### src/hdl/sha256_pkg.sv
// ----------------------------------------------------------------------------
// sha256_pkg
// Shared types, constants and helper functions for the SHA-256 digest block.
// ----------------------------------------------------------------------------
package sha256_pkg;

  typedef logic [31:0] word_t;

  // Padding constants
  localparam logic [7:0] PadByte = 8'h80;
  localparam logic [5:0] LenPos  = 6'd56;
  localparam logic [5:0] LastPos = 6'd63;

  // Initial hash values
  localparam word_t HashInit [8] = '{
    32'h6a09e667, 32'hbb67ae85, 32'h3c6ef372, 32'ha54ff53a,
    32'h510e527f, 32'h9b05688c, 32'h1f83d9ab, 32'h5be0cd19
  };

  // Sequencer states
  typedef enum logic [4:0] {
    StIdle   = 5'b00001,
    StPad    = 5'b00010,
    StRound  = 5'b00100,
    StUpdate = 5'b01000,
    StOut    = 5'b10000
  } seq_state_e;

  // Control toward the round unit
  typedef struct packed {
    logic load;    // copy hash words into the working variables
    logic round;   // run one compression round
    logic update;  // add working variables into the hash words
    logic rotate;  // step hash words toward word 0 for readout
    logic init;    // restore initial hash values
  } rnd_ctrl_t;

  // Control toward the block buffer / schedule
  typedef struct packed {
    logic       push;    // shift one byte into the block
    logic [7:0] data;    // byte to shift in
    logic       expand;  // advance the message schedule by one word
  } sch_ctrl_t;

  function automatic word_t rotr(input word_t x, input int unsigned n);
    rotr = (x >> n) | (x << (32 - n));
  endfunction

  // Round constants
  function automatic word_t round_k(input logic [5:0] idx);
    word_t k;
    case (idx)
      6'd0:  k = 32'h428a2f98;  6'd1:  k = 32'h71374491;
      6'd2:  k = 32'hb5c0fbcf;  6'd3:  k = 32'he9b5dba5;
      6'd4:  k = 32'h3956c25b;  6'd5:  k = 32'h59f111f1;
      6'd6:  k = 32'h923f82a4;  6'd7:  k = 32'hab1c5ed5;
      6'd8:  k = 32'hd807aa98;  6'd9:  k = 32'h12835b01;
      6'd10: k = 32'h243185be;  6'd11: k = 32'h550c7dc3;
      6'd12: k = 32'h72be5d74;  6'd13: k = 32'h80deb1fe;
      6'd14: k = 32'h9bdc06a7;  6'd15: k = 32'hc19bf174;
      6'd16: k = 32'he49b69c1;  6'd17: k = 32'hefbe4786;
      6'd18: k = 32'h0fc19dc6;  6'd19: k = 32'h240ca1cc;
      6'd20: k = 32'h2de92c6f;  6'd21: k = 32'h4a7484aa;
      6'd22: k = 32'h5cb0a9dc;  6'd23: k = 32'h76f988da;
      6'd24: k = 32'h983e5152;  6'd25: k = 32'ha831c66d;
      6'd26: k = 32'hb00327c8;  6'd27: k = 32'hbf597fc7;
      6'd28: k = 32'hc6e00bf3;  6'd29: k = 32'hd5a79147;
      6'd30: k = 32'h06ca6351;  6'd31: k = 32'h14292967;
      6'd32: k = 32'h27b70a85;  6'd33: k = 32'h2e1b2138;
      6'd34: k = 32'h4d2c6dfc;  6'd35: k = 32'h53380d13;
      6'd36: k = 32'h650a7354;  6'd37: k = 32'h766a0abb;
      6'd38: k = 32'h81c2c92e;  6'd39: k = 32'h92722c85;
      6'd40: k = 32'ha2bfe8a1;  6'd41: k = 32'ha81a664b;
      6'd42: k = 32'hc24b8b70;  6'd43: k = 32'hc76c51a3;
      6'd44: k = 32'hd192e819;  6'd45: k = 32'hd6990624;
      6'd46: k = 32'hf40e3585;  6'd47: k = 32'h106aa070;
      6'd48: k = 32'h19a4c116;  6'd49: k = 32'h1e376c08;
      6'd50: k = 32'h2748774c;  6'd51: k = 32'h34b0bcb5;
      6'd52: k = 32'h391c0cb3;  6'd53: k = 32'h4ed8aa4a;
      6'd54: k = 32'h5b9cca4f;  6'd55: k = 32'h682e6ff3;
      6'd56: k = 32'h748f82ee;  6'd57: k = 32'h78a5636f;
      6'd58: k = 32'h84c87814;  6'd59: k = 32'h8cc70208;
      6'd60: k = 32'h90befffa;  6'd61: k = 32'ha4506ceb;
      6'd62: k = 32'hbef9a3f7;
      default: k = 32'hc67178f2;
    endcase
    round_k = k;
  endfunction

endpackage

### src/hdl/sha256_in_if.sv
// ----------------------------------------------------------------------------
// sha256_in_if
// Input channel: one message byte or a finish marker per transfer.
// ----------------------------------------------------------------------------
interface sha256_in_if;
  logic       valid;
  logic       ready;
  logic       kind;
  logic [7:0] data_byte;

  modport source (output valid, output kind, output data_byte, input ready);
  modport sink   (input valid, input kind, input data_byte, output ready);
endinterface

### src/hdl/sha256_out_if.sv
// ----------------------------------------------------------------------------
// sha256_out_if
// Output channel: one digest word per transfer.
// ----------------------------------------------------------------------------
interface sha256_out_if;
  logic        valid;
  logic        ready;
  logic [31:0] digest_word;
  logic [2:0]  word_index;
  logic        last_word;

  modport source (output valid, output digest_word, output word_index,
                  output last_word, input ready);
  modport sink   (input valid, input digest_word, input word_index,
                  input last_word, output ready);
endinterface

### src/hdl/sha256_message_digest.sv
// ----------------------------------------------------------------------------
// sha256_message_digest
// SHA-256 over a byte stream: byte gathering, padding sequencer and one
// shared round unit that runs the 64 rounds of each block.
//
//   channel   dir   transfer carries
//   data_i    in    kind (0 byte / 1 finish), data_byte
//   digest_o  out   digest_word, word_index, last_word
//
// A data byte is taken in the idle state; the 64th byte of a block starts
// the 64 rounds and the hash add, during which data_i.ready is low.
// A finish starts the padding bytes up to the block end (one or two blocks),
// each block is compressed, then 8 digest transfers follow; the round
// unit runs one round per cycle.
// Reset loads the initial hash values and clears the byte and bit counts.
// A stall on digest_o holds the current word; no input is taken until the
// eighth word has been transferred.
// ----------------------------------------------------------------------------
module sha256_message_digest (
  input  logic          clk_i,
  input  logic          rst_ni,
  sha256_in_if.sink     data_i,
  sha256_out_if.source  digest_o
);
  import sha256_pkg::*;

  seq_state_e  state_q, state_d;
  logic [5:0]  cnt_q, cnt_d;      // bytes in current block
  logic [63:0] bits_q, bits_d;    // message length in bits
  logic [5:0]  rnd_q, rnd_d;
  logic [2:0]  widx_q, widx_d;
  logic        first_q, first_d;  // 0x80 still to be written
  logic        len_q, len_d;      // writing the length field
  logic        fin_q, fin_d;      // padding in progress
  logic        len_cond;
  logic [7:0]  pad_byte;
  logic        in_xfer, out_xfer;
  rnd_ctrl_t   rnd_ctrl;
  sch_ctrl_t   sch_ctrl;
  word_t       w;
  word_t       hash0;

  assign data_i.ready = (state_q == StIdle);
  assign in_xfer      = data_i.valid && data_i.ready;
  assign out_xfer     = digest_o.valid && digest_o.ready;

  // Padding byte select
  assign len_cond = len_q || (!first_q && (cnt_q == LenPos));
  always_comb begin
    if (first_q) begin
      pad_byte = PadByte;
    end else if (len_cond) begin
      pad_byte = bits_q[63:56];
    end else begin
      pad_byte = 8'h00;
    end
  end

  // Sequencer
  always_comb begin
    state_d  = state_q;
    cnt_d    = cnt_q;
    bits_d   = bits_q;
    rnd_d    = rnd_q;
    widx_d   = widx_q;
    first_d  = first_q;
    len_d    = len_q;
    fin_d    = fin_q;
    rnd_ctrl = '0;
    sch_ctrl = '0;

    case (state_q)
      StIdle: begin
        if (in_xfer) begin
          if (!data_i.kind) begin
            sch_ctrl.push = 1'b1;
            sch_ctrl.data = data_i.data_byte;
            cnt_d         = cnt_q + 6'd1;
            bits_d        = bits_q + 64'd8;
            if (cnt_q == LastPos) begin
              rnd_ctrl.load = 1'b1;
              rnd_d         = '0;
              state_d       = StRound;
            end
          end else begin
            fin_d   = 1'b1;
            first_d = 1'b1;
            state_d = StPad;
          end
        end
      end

      StPad: begin
        sch_ctrl.push = 1'b1;
        sch_ctrl.data = pad_byte;
        first_d       = 1'b0;
        cnt_d         = cnt_q + 6'd1;
        if (!first_q && len_cond) begin
          len_d  = 1'b1;
          bits_d = {bits_q[55:0], 8'h00};
        end
        if (cnt_q == LastPos) begin
          rnd_ctrl.load = 1'b1;
          rnd_d         = '0;
          state_d       = StRound;
        end
      end

      StRound: begin
        rnd_ctrl.round  = 1'b1;
        sch_ctrl.expand = 1'b1;
        rnd_d           = rnd_q + 6'd1;
        if (rnd_q == LastPos) begin
          state_d = StUpdate;
        end
      end

      StUpdate: begin
        rnd_ctrl.update = 1'b1;
        if (len_q) begin
          len_d   = 1'b0;
          fin_d   = 1'b0;
          widx_d  = '0;
          state_d = StOut;
        end else if (fin_q) begin
          state_d = StPad;
        end else begin
          state_d = StIdle;
        end
      end

      StOut: begin
        if (out_xfer) begin
          rnd_ctrl.rotate = 1'b1;
          widx_d          = widx_q + 3'd1;
          if (widx_q == 3'd7) begin
            rnd_ctrl.init = 1'b1;
            state_d       = StIdle;
          end
        end
      end

      default: begin
        state_d = StIdle;
      end
    endcase
  end

  always_ff @(posedge clk_i or negedge rst_ni) begin
    if (!rst_ni) begin
      state_q <= StIdle;
      cnt_q   <= '0;
      bits_q  <= '0;
      rnd_q   <= '0;
      widx_q  <= '0;
      first_q <= 1'b0;
      len_q   <= 1'b0;
      fin_q   <= 1'b0;
    end else begin
      state_q <= state_d;
      cnt_q   <= cnt_d;
      bits_q  <= bits_d;
      rnd_q   <= rnd_d;
      widx_q  <= widx_d;
      first_q <= first_d;
      len_q   <= len_d;
      fin_q   <= fin_d;
    end
  end

  // Block buffer and message schedule
  sha256_sched u_sched (
    .clk_i  (clk_i),
    .ctrl_i (sch_ctrl),
    .w_o    (w)
  );

  // Shared round unit and hash words
  sha256_round u_round (
    .clk_i   (clk_i),
    .rst_ni  (rst_ni),
    .ctrl_i  (rnd_ctrl),
    .rnd_i   (rnd_q),
    .w_i     (w),
    .hash0_o (hash0)
  );

  // Digest readout
  assign digest_o.valid       = (state_q == StOut);
  assign digest_o.digest_word = hash0;
  assign digest_o.word_index  = widx_q;
  assign digest_o.last_word   = (widx_q == 3'd7);

endmodule

### src/hdl/sha256_sched.sv
// ----------------------------------------------------------------------------
// sha256_sched
// 512-bit block buffer. Bytes shift in at the tail; during compression the
// same register serves as the 16-word message schedule window.
// ----------------------------------------------------------------------------
module sha256_sched (
  input  logic                  clk_i,
  input  sha256_pkg::sch_ctrl_t ctrl_i,
  output sha256_pkg::word_t     w_o
);
  import sha256_pkg::*;

  logic [511:0] blk_q, blk_d;
  word_t        w0, w1, w9, w14, s0, s1, w_new;

  // Window taps: word j sits at bits [511-32j -: 32]
  assign w0  = blk_q[511:480];
  assign w1  = blk_q[479:448];
  assign w9  = blk_q[223:192];
  assign w14 = blk_q[63:32];

  // Schedule expansion
  assign s0    = rotr(w1, 7) ^ rotr(w1, 18) ^ (w1 >> 3);
  assign s1    = rotr(w14, 17) ^ rotr(w14, 19) ^ (w14 >> 10);
  assign w_new = s1 + w9 + s0 + w0;

  always_comb begin
    blk_d = blk_q;
    if (ctrl_i.push) begin
      blk_d = {blk_q[503:0], ctrl_i.data};
    end else if (ctrl_i.expand) begin
      blk_d = {blk_q[479:0], w_new};
    end
  end

  always_ff @(posedge clk_i) begin
    blk_q <= blk_d;
  end

  assign w_o = w0;

endmodule

### src/hdl/sha256_round.sv
// ----------------------------------------------------------------------------
// sha256_round
// Shared compression round unit: working variables, one round per cycle,
// and the eight hash words with final add and word-by-word readout.
// ----------------------------------------------------------------------------
module sha256_round (
  input  logic                  clk_i,
  input  logic                  rst_ni,
  input  sha256_pkg::rnd_ctrl_t ctrl_i,
  input  logic [5:0]            rnd_i,
  input  sha256_pkg::word_t     w_i,
  output sha256_pkg::word_t     hash0_o
);
  import sha256_pkg::*;

  word_t v_q [8];
  word_t v_d [8];
  word_t hash_q [8];
  word_t hash_d [8];
  word_t big0, big1, ch, maj, t1, t2;

  // Round function
  assign big1 = rotr(v_q[4], 6) ^ rotr(v_q[4], 11) ^ rotr(v_q[4], 25);
  assign ch   = (v_q[4] & v_q[5]) ^ (~v_q[4] & v_q[6]);
  assign t1   = v_q[7] + big1 + ch + round_k(rnd_i) + w_i;
  assign big0 = rotr(v_q[0], 2) ^ rotr(v_q[0], 13) ^ rotr(v_q[0], 22);
  assign maj  = (v_q[0] & v_q[1]) ^ (v_q[0] & v_q[2]) ^ (v_q[1] & v_q[2]);
  assign t2   = big0 + maj;

  // Working variables
  always_comb begin
    v_d = v_q;
    if (ctrl_i.load) begin
      v_d = hash_q;
    end else if (ctrl_i.round) begin
      v_d[7] = v_q[6];
      v_d[6] = v_q[5];
      v_d[5] = v_q[4];
      v_d[4] = v_q[3] + t1;
      v_d[3] = v_q[2];
      v_d[2] = v_q[1];
      v_d[1] = v_q[0];
      v_d[0] = t1 + t2;
    end
  end

  always_ff @(posedge clk_i) begin
    v_q <= v_d;
  end

  // Hash words: init wins over readout rotation
  always_comb begin
    hash_d = hash_q;
    if (ctrl_i.init) begin
      hash_d = HashInit;
    end else if (ctrl_i.update) begin
      for (int i = 0; i < 8; i++) begin
        hash_d[i] = hash_q[i] + v_q[i];
      end
    end else if (ctrl_i.rotate) begin
      for (int i = 0; i < 7; i++) begin
        hash_d[i] = hash_q[i+1];
      end
      hash_d[7] = hash_q[0];
    end
  end

  always_ff @(posedge clk_i or negedge rst_ni) begin
    if (!rst_ni) begin
      hash_q <= HashInit;
    end else begin
      hash_q <= hash_d;
    end
  end

  assign hash0_o = hash_q[0];

endmodule

### src/flat_wrapper.sv
// flat-port wrapper written by rule: the top's interface ports become plain ports
module sha256_message_digest_flat import sha256_pkg::*;
  (clk_i, rst_ni, data_i_valid, data_i_kind, data_i_data_byte, data_i_ready, digest_o_valid, digest_o_digest_word, digest_o_word_index, digest_o_last_word, digest_o_ready);
  sha256_in_if data_i_i ();
  sha256_out_if digest_o_i ();
  input  logic clk_i;
  input  logic rst_ni;
  input wire logic [$bits(data_i_i.valid)-1:0] data_i_valid;
  input wire logic [$bits(data_i_i.kind)-1:0] data_i_kind;
  input wire logic [$bits(data_i_i.data_byte)-1:0] data_i_data_byte;
  output wire logic [$bits(data_i_i.ready)-1:0] data_i_ready;
  output wire logic [$bits(digest_o_i.valid)-1:0] digest_o_valid;
  output wire logic [$bits(digest_o_i.digest_word)-1:0] digest_o_digest_word;
  output wire logic [$bits(digest_o_i.word_index)-1:0] digest_o_word_index;
  output wire logic [$bits(digest_o_i.last_word)-1:0] digest_o_last_word;
  input wire logic [$bits(digest_o_i.ready)-1:0] digest_o_ready;
  assign data_i_i.valid = data_i_valid;
  assign data_i_i.kind = data_i_kind;
  assign data_i_i.data_byte = data_i_data_byte;
  assign data_i_ready = data_i_i.ready;
  assign digest_o_valid = digest_o_i.valid;
  assign digest_o_digest_word = digest_o_i.digest_word;
  assign digest_o_word_index = digest_o_i.word_index;
  assign digest_o_last_word = digest_o_i.last_word;
  assign digest_o_i.ready = digest_o_ready;
  sha256_message_digest u_core (.clk_i(clk_i), .rst_ni(rst_ni), .data_i(data_i_i), .digest_o(digest_o_i));
endmodule
### config.mk
export PLATFORM = sky130hd
export DESIGN_NAME = sha256_message_digest_flat
export DESIGN_NICKNAME = d
export VERILOG_FILES = /design/src/hdl/sha256_pkg.sv /design/src/hdl/sha256_in_if.sv /design/src/hdl/sha256_out_if.sv /design/src/hdl/sha256_message_digest.sv /design/src/hdl/sha256_sched.sv /design/src/hdl/sha256_round.sv /design/src/flat_wrapper.sv
export SDC_FILE = /design/constraint.sdc
export NUM_CORES = 2
export LEC_CHECK = 0
export BUFFER_PORTS_ARGS = -buffer_cell sky130_fd_sc_hd__buf_2
export CAP_MARGIN = 0
export CORE_MARGIN = 2
export CORE_UTILIZATION = 30
export DETAILED_ROUTE_END_ITERATION = 8
export REMOVE_ABC_BUFFERS = 1
export SLEW_MARGIN = 20
export SYNTH_ARGS = -nofsm -noshare
export SYNTH_HDL_FRONTEND = slang
export SYNTH_SLANG_ARGS = --single-unit
### constraint.sdc
create_clock -name clk_i -period 14.5 [get_ports clk_i]
set_input_delay 2.9 -clock clk_i [delete_from_list [all_inputs] [get_ports clk_i]]
set_output_delay 2.9 -clock clk_i [all_outputs]
set_load 0.03 [all_outputs]
# Word-level counts from Yosys, hierarchy flattened
# Memories as Yosys holds them, arrays and structs flattened.
# Cells that the tools add are included.
# W data, S select, Z words.
# op_classes
n_eq_ne	17
reduce_logical	22
bitwise_logic	27
addsub	22
muxes	51
# ops
cell	n
$mux W256	5
$mux W512	2
$add A32 B32 Y32	18
$xor A32 B32 Y32	9
$mux W64	3
$and A32 B32 Y32	5
$pmux W64 S2	1
$add A64 B4 Y64 const B	1
$mux W5	7
$not A32 Y32	1
$or A10 B32 Y32	1
$or A13 B32 Y32	1
$or A14 B32 Y32	1
$or A15 B32 Y32	1
$or A19 B32 Y32	1
$or A21 B32 Y32	1
$or A25 B32 Y32	1
$or A26 B32 Y32	1
$or A30 B32 Y32	1
$or A7 B32 Y32	1
$xor A32 B22 Y32	1
$xor A32 B29 Y32	1
$mux W6	5
$pmux W5 S5	1
other kinds (29)	69
# totals
out_inout_bits	38
rom_bits	2048
mem_count	1
register_bits	1111
# mem_list
memory	depth	word_bits	rd	rd_ports_with_merged_regs	wr	line_no	rtl
(name not given)	64	32	1	0	0	sha256_pkg.sv:52	case (idx)

# Depth between registers and ports, before layout
# logic_depth
ltp_word	10
depth_mapped	39
ltp_nobuf	37

# Cells and area by module
# A second synthesis with hierarchy kept.
# unflattened
cells_unflattened	7517
hier_area_um2	78621.7
# by_module_without_submodules
mod	instances	cells_per_inst	area_per_inst_um2	seq_area_each_um2
sha256_round	1	5170	47400.5	14263.7
sha256_sched	1	1718	25962.4	15374.7
sha256_message_digest	1	629	5258.8	2103.3

# Worst setup path before layout
# OpenSTA, ideal clock, no wires.
# synth_timing
path_kind	in2reg
startpoint	input port data_i_kind
endpoint	register u_core.u_sched.blk_q[0], enable pin
t_arrival_ns	12.249
path_buffers	2
setup_ns	3.637
path_slack_ns	-1.387
path_stages	6
cell_sequence	nor2_1 > and2_0 > nor2_1 > clkbuf_1 > clkbuf_1 > nand2_1
# synth_via
elab_chain_len	4
# synth_rtl
item	line_no	rtl
start, declared	flat_wrapper.sv:9	input wire logic [$bits(data_i_i.kind)-1:0] data_i_kind;
$mux W9	sha256_message_digest.sv:75	if (!data_i.kind) begin
$mux W9	sha256_message_digest.sv:74	if (in_xfer) begin
$pmux W9 S2	sha256_message_digest.sv:72	case (state_q)
$reduce_bool A2 Y1 (no line)	-	
end signal, assigned	sha256_sched.sv:37	blk_q <= blk_d;
end, declared	sha256_sched.sv:13	logic [511:0] blk_q, blk_d;
# No other way between the ends.
# A chain may end at the register's enable or synchronous reset.

==> impl_metrics.py <==
metrics = {
    "outcome": {
        "run_status": "finished clean",
    },
    "finish": {
        "register_area_um2": 31700,
        "fillers": 25947,
        "syn2layout_area_growth_pct": 10.1,
        "post-route-util_pct": 33.2,
        "drive_gt1_share_pct": 6.69,
        "final_nets": 9057,
        "multiInputGateArea_um2": 41600,
    },
    "sta": {
        "slew_headroom_pct": 17.2,
        "rsz0062_at_grt": "false",
        "fmax_ghz": 0.102,
        "period_needed_ns": 9.80,
        "hold_viol_final": 0,
        "maxSlewViolCount": 0,
        "finalCritPeriodShare_pct": 67.6,
        "fin_skew_ns": 0.0602,
        "tightest_slew_ns": 1.24,
        "finalSetupTns_ns": 0,
        "finalSetupViolCount": 0,
    },
    "route": {
        "via_count": 64007,
        "wl_per_cell_um": 22.2,
        "via_per_inst": 5.37,
        "firstDrtPassIters": 6,
        "drtIter0Drc": 6455,
        "drc_errors": 0,
        "postRouteAntennaNets": 0,
        "wirelength_um": 265000,
    },
    "clock_network": {
        "cts_tree": "yes",
        "cts_buffers": 134,
        "clock_path_buffers": 3,
        "clk_latency_ns": 0.84,
        "post_cts_buffers": 0,
        "cts_hold_buf": 0,
        "cts_resized": 0,
        "ctsRootBufferMaster": "clkbuf_16",
        "cts.clk_slew.worst_paths_ns": 0.06,
        "htree_levels": 4,
        "clock-sinks": 1108,
    },
    "synth": {
        "synth_ff_type": "edfxtp_1",
        "synth_edf_count": 768,
        "synth_area_leaders": "edfxtp_1, nand2_1, dfrtp_1, ha_1, fa_1",
        "synth_common_cells": "nand2_1, edfxtp_1, a21oi_1, o21ai_0, clkbuf_1",
        "synthesis.area_um2": 76800,
        "avgSynthCellArea_um2": 8.81,
        "syn_inst": 8719,
        "yosys.cell_types.count": 100,
        "synth-simple-area-share_pct": 18.4,
        "synth_warnings": 0,
        "synth_compound_area_share_pct": 16.3,
        "synth_area_leader_cell": "edfxtp_1",
        "ys_seq_elements": 1108,
        "synth_async_sr_flop_share_pct": 30.7,
        "synth_top_family_by_area": "simple AND/OR/NAND/NOR gates",
        "yosysMostFrequentCell": "nand2_1",
        "synth-adder-area-share_pct": 11.8,
        "synth.yosys.seq_area_share_pct": 41.3,
        "synthXorXnorAreaFrac_pct": 6.47,
        "yosysTopAreaCellShare_pct": 30.0,
        "synthMuxAreaShare_pct": 0.884,
    },
    "flow_run": {
        "max_cap_viol_count": 0,
    },
    "critical_path": {
        "cpPeakStageDelay_ns": 0.65,
        "r2r_end": "u_core.u_round.v_q[254]$_DFFE_PP_",
        "critPathCaptureType": "flip-flop",
        "cp.depth": 34,
        "worstPathArrival_ns": 10.34,
        "reg2reg_slack_ns": 4.70,
        "rr_worst_depth": 34,
        "cp_max_fo": 20,
        "worstPathRequired_ns": 15.04,
        "critPathTopFamily": "compound AO/OA/AOI/OAI gates",
        "path_buf_inv": 4,
        "critPathSlowestCell": "ha_1",
        "reg2reg_from": "u_core.rnd_q[0]$_DFFE_PN0P_",
        "path_class": "reg2reg",
        "timing.critical_path.from_type": "flip-flop",
    },
    "global_routing": {
        "gr-total-overflow": 0,
        "grt_max_degree": 191,
        "antenna_found_initial": 10,
        "grt_pass1_wl_um": 398000,
        "grt_pass1_vias": 62621,
        "grt_usage_pct": 19.9,
    },
    "pwr": {
        "p_total_uw": 19300,
        "vdd_ir_drop_max_mv": 0.305,
        "powerDensity_nw_per_um2": 228,
        "power.leakage_uw": 0.0350,
    },
    "place": {
        "routabilityCongestion": 0.959,
        "place_hpwl_um": 187000,
        "port_buffers": 50,
    },
    "floorplanning": {
        "core-area_um2": 254000,
        "start_util_pct": 30.2,
        "die_y_um": 510,
        "die_x_um": 510,
        "rows": 185,
        "io-pin-count": 51,
        "dieArea_um2": 260000,
    },
    "hold_path": {
        "hp-start": "u_core.cnt_q[5]$_DFFE_PN0P_",
        "hold_depth": 1,
        "holdPathEnd": "u_core.cnt_q[5]$_DFFE_PN0P_",
        "hold_path_class": "reg2reg",
    },
}
[sequential cells by signal (all words and copies together) (netlist names)]
name                        count
u_core.u_sched.blk_q          512
u_core.bits_q                  61
u_core.first_q                  1
u_core.u_round.hash0_o         32
u_core.len_q                    1
u_core.u_round.hash_q         224
u_core.state_q                  5
u_core.u_round.v_q            256
u_core.digest_o.word_index      3
u_core.cnt_q                    6
u_core.fin_q                    1
u_core.rnd_q                    6
[layer usage]
metal / wire, um / GRT usage [%] / up-vias
met1: 117000 / 27.6 / 31452
met2: 118000 / 31.0 / 2453
li1: - / - / 29601
met4: 11000 / 7.70 / 6
met5: 38 / 0 / -
met3: 18500 / 3.06 / 495
[layout by cell type (no fill, tap or decap), types with 39 or more instances in the layout]
master        n
a22oi_1      51
dfstp_2     137
buf_4        82
o21ai_0     553
dfrtp_1     200
nor2b_1      44
nand3_1     134
o21a_1       60
edfxtp_1    768
a211oi_1     67
a21oi_1     593
inv_1       388
o21bai_1     39
nor2_1      401
or3_1        56
clkbuf_16   135
a31oi_1      70
nand2b_1     57
xnor2_1     365
o211ai_1     58
nand2_1    2406
fa_1        195
ha_1        397
and3_1       54
xor2_1      203
o22ai_1      56
a21o_1      173
buf_2        49
nor3_1       98
[report_power, final]
group	switching (uW)	internal [uW]
registers	536	4830
logic	6370	4050
clock network	1520	1990
total	8420	10900
[metrics by stage]
stage / hold WS (ns) / cells / instance area [um2] / worst slack [ns]
3_3_place_gp: 0.464 / 11681 / 80000 / 4.65
2_1_floorplan: 0.445 / 8179 / 74700 / -51.06
6_report: 0.473 / 11929 / 84600 / 4.70
3_5_place_dp: 0.464 / 11681 / 80000 / 4.79
4_1_cts: 0.477 / 11925 / 84500 / 4.77
5_1_grt: 0.487 / 11926 / 84600 / 4.16
[worst register-to-register path, delay by kind of cell (launching register included)]
| kind | cells | cell delay, ns |
|---|---|---|
| buf+inv | 4 | 0.74 |
| compound gates | 17 | 3.79 |
| simple gates | 4 | 1.03 |
| fa+ha+maj | 7 | 3.09 |
| flops | 1 | 0.32 |
| xor+xnor | 2 | 0.58 |
[cells by family after synthesis]
| family | after synthesis |
|---|---|
| simple gates | 3414 |
| compound gates | 2024 |
| flops | 1108 |
| buf+inv | 933 |
| fa+ha+maj | 615 |
| xor+xnor | 568 |
| mux | 57 |
[final cells by class]
| type | instances | area share (%) |
|---|---|---|
| tap | 3366 | 4.98 |
| antenna | 4 | 0.0118 |
| sequential | 1108 | 37.5 |
| inverter | 393 | 1.74 |
| clock buffer | 181 | 4.38 |
| timing repair buffer | 136 | 1.13 |
| multi-input combinational | 6678 | 49.2 |
| clock inverter | 63 | 1.03 |
[how the worst max path moves through the flow]
stage / slack [ns] / startpoint / end
floorplan: -51.06 / data_i_kind / u_core.u_round.v_q[103]$_DFFE_PP_
global placement: 4.65 / u_core.rnd_q[0]$_DFFE_PN0P_ / u_core.u_round.v_q[254]$_DFFE_PP_
detailed placement: 4.79 / u_core.rnd_q[0]$_DFFE_PN0P_ / u_core.u_round.v_q[254]$_DFFE_PP_
CTS: 4.77 / u_core.rnd_q[0]$_DFFE_PN0P_ / u_core.u_round.v_q[254]$_DFFE_PP_
global route: 4.16 / u_core.rnd_q[0]$_DFFE_PN0P_ / u_core.u_round.v_q[254]$_DFFE_PP_
finish: 4.70 / u_core.rnd_q[0]$_DFFE_PN0P_ / u_core.u_round.v_q[254]$_DFFE_PP_
Power figures use the tool's default switching activity.
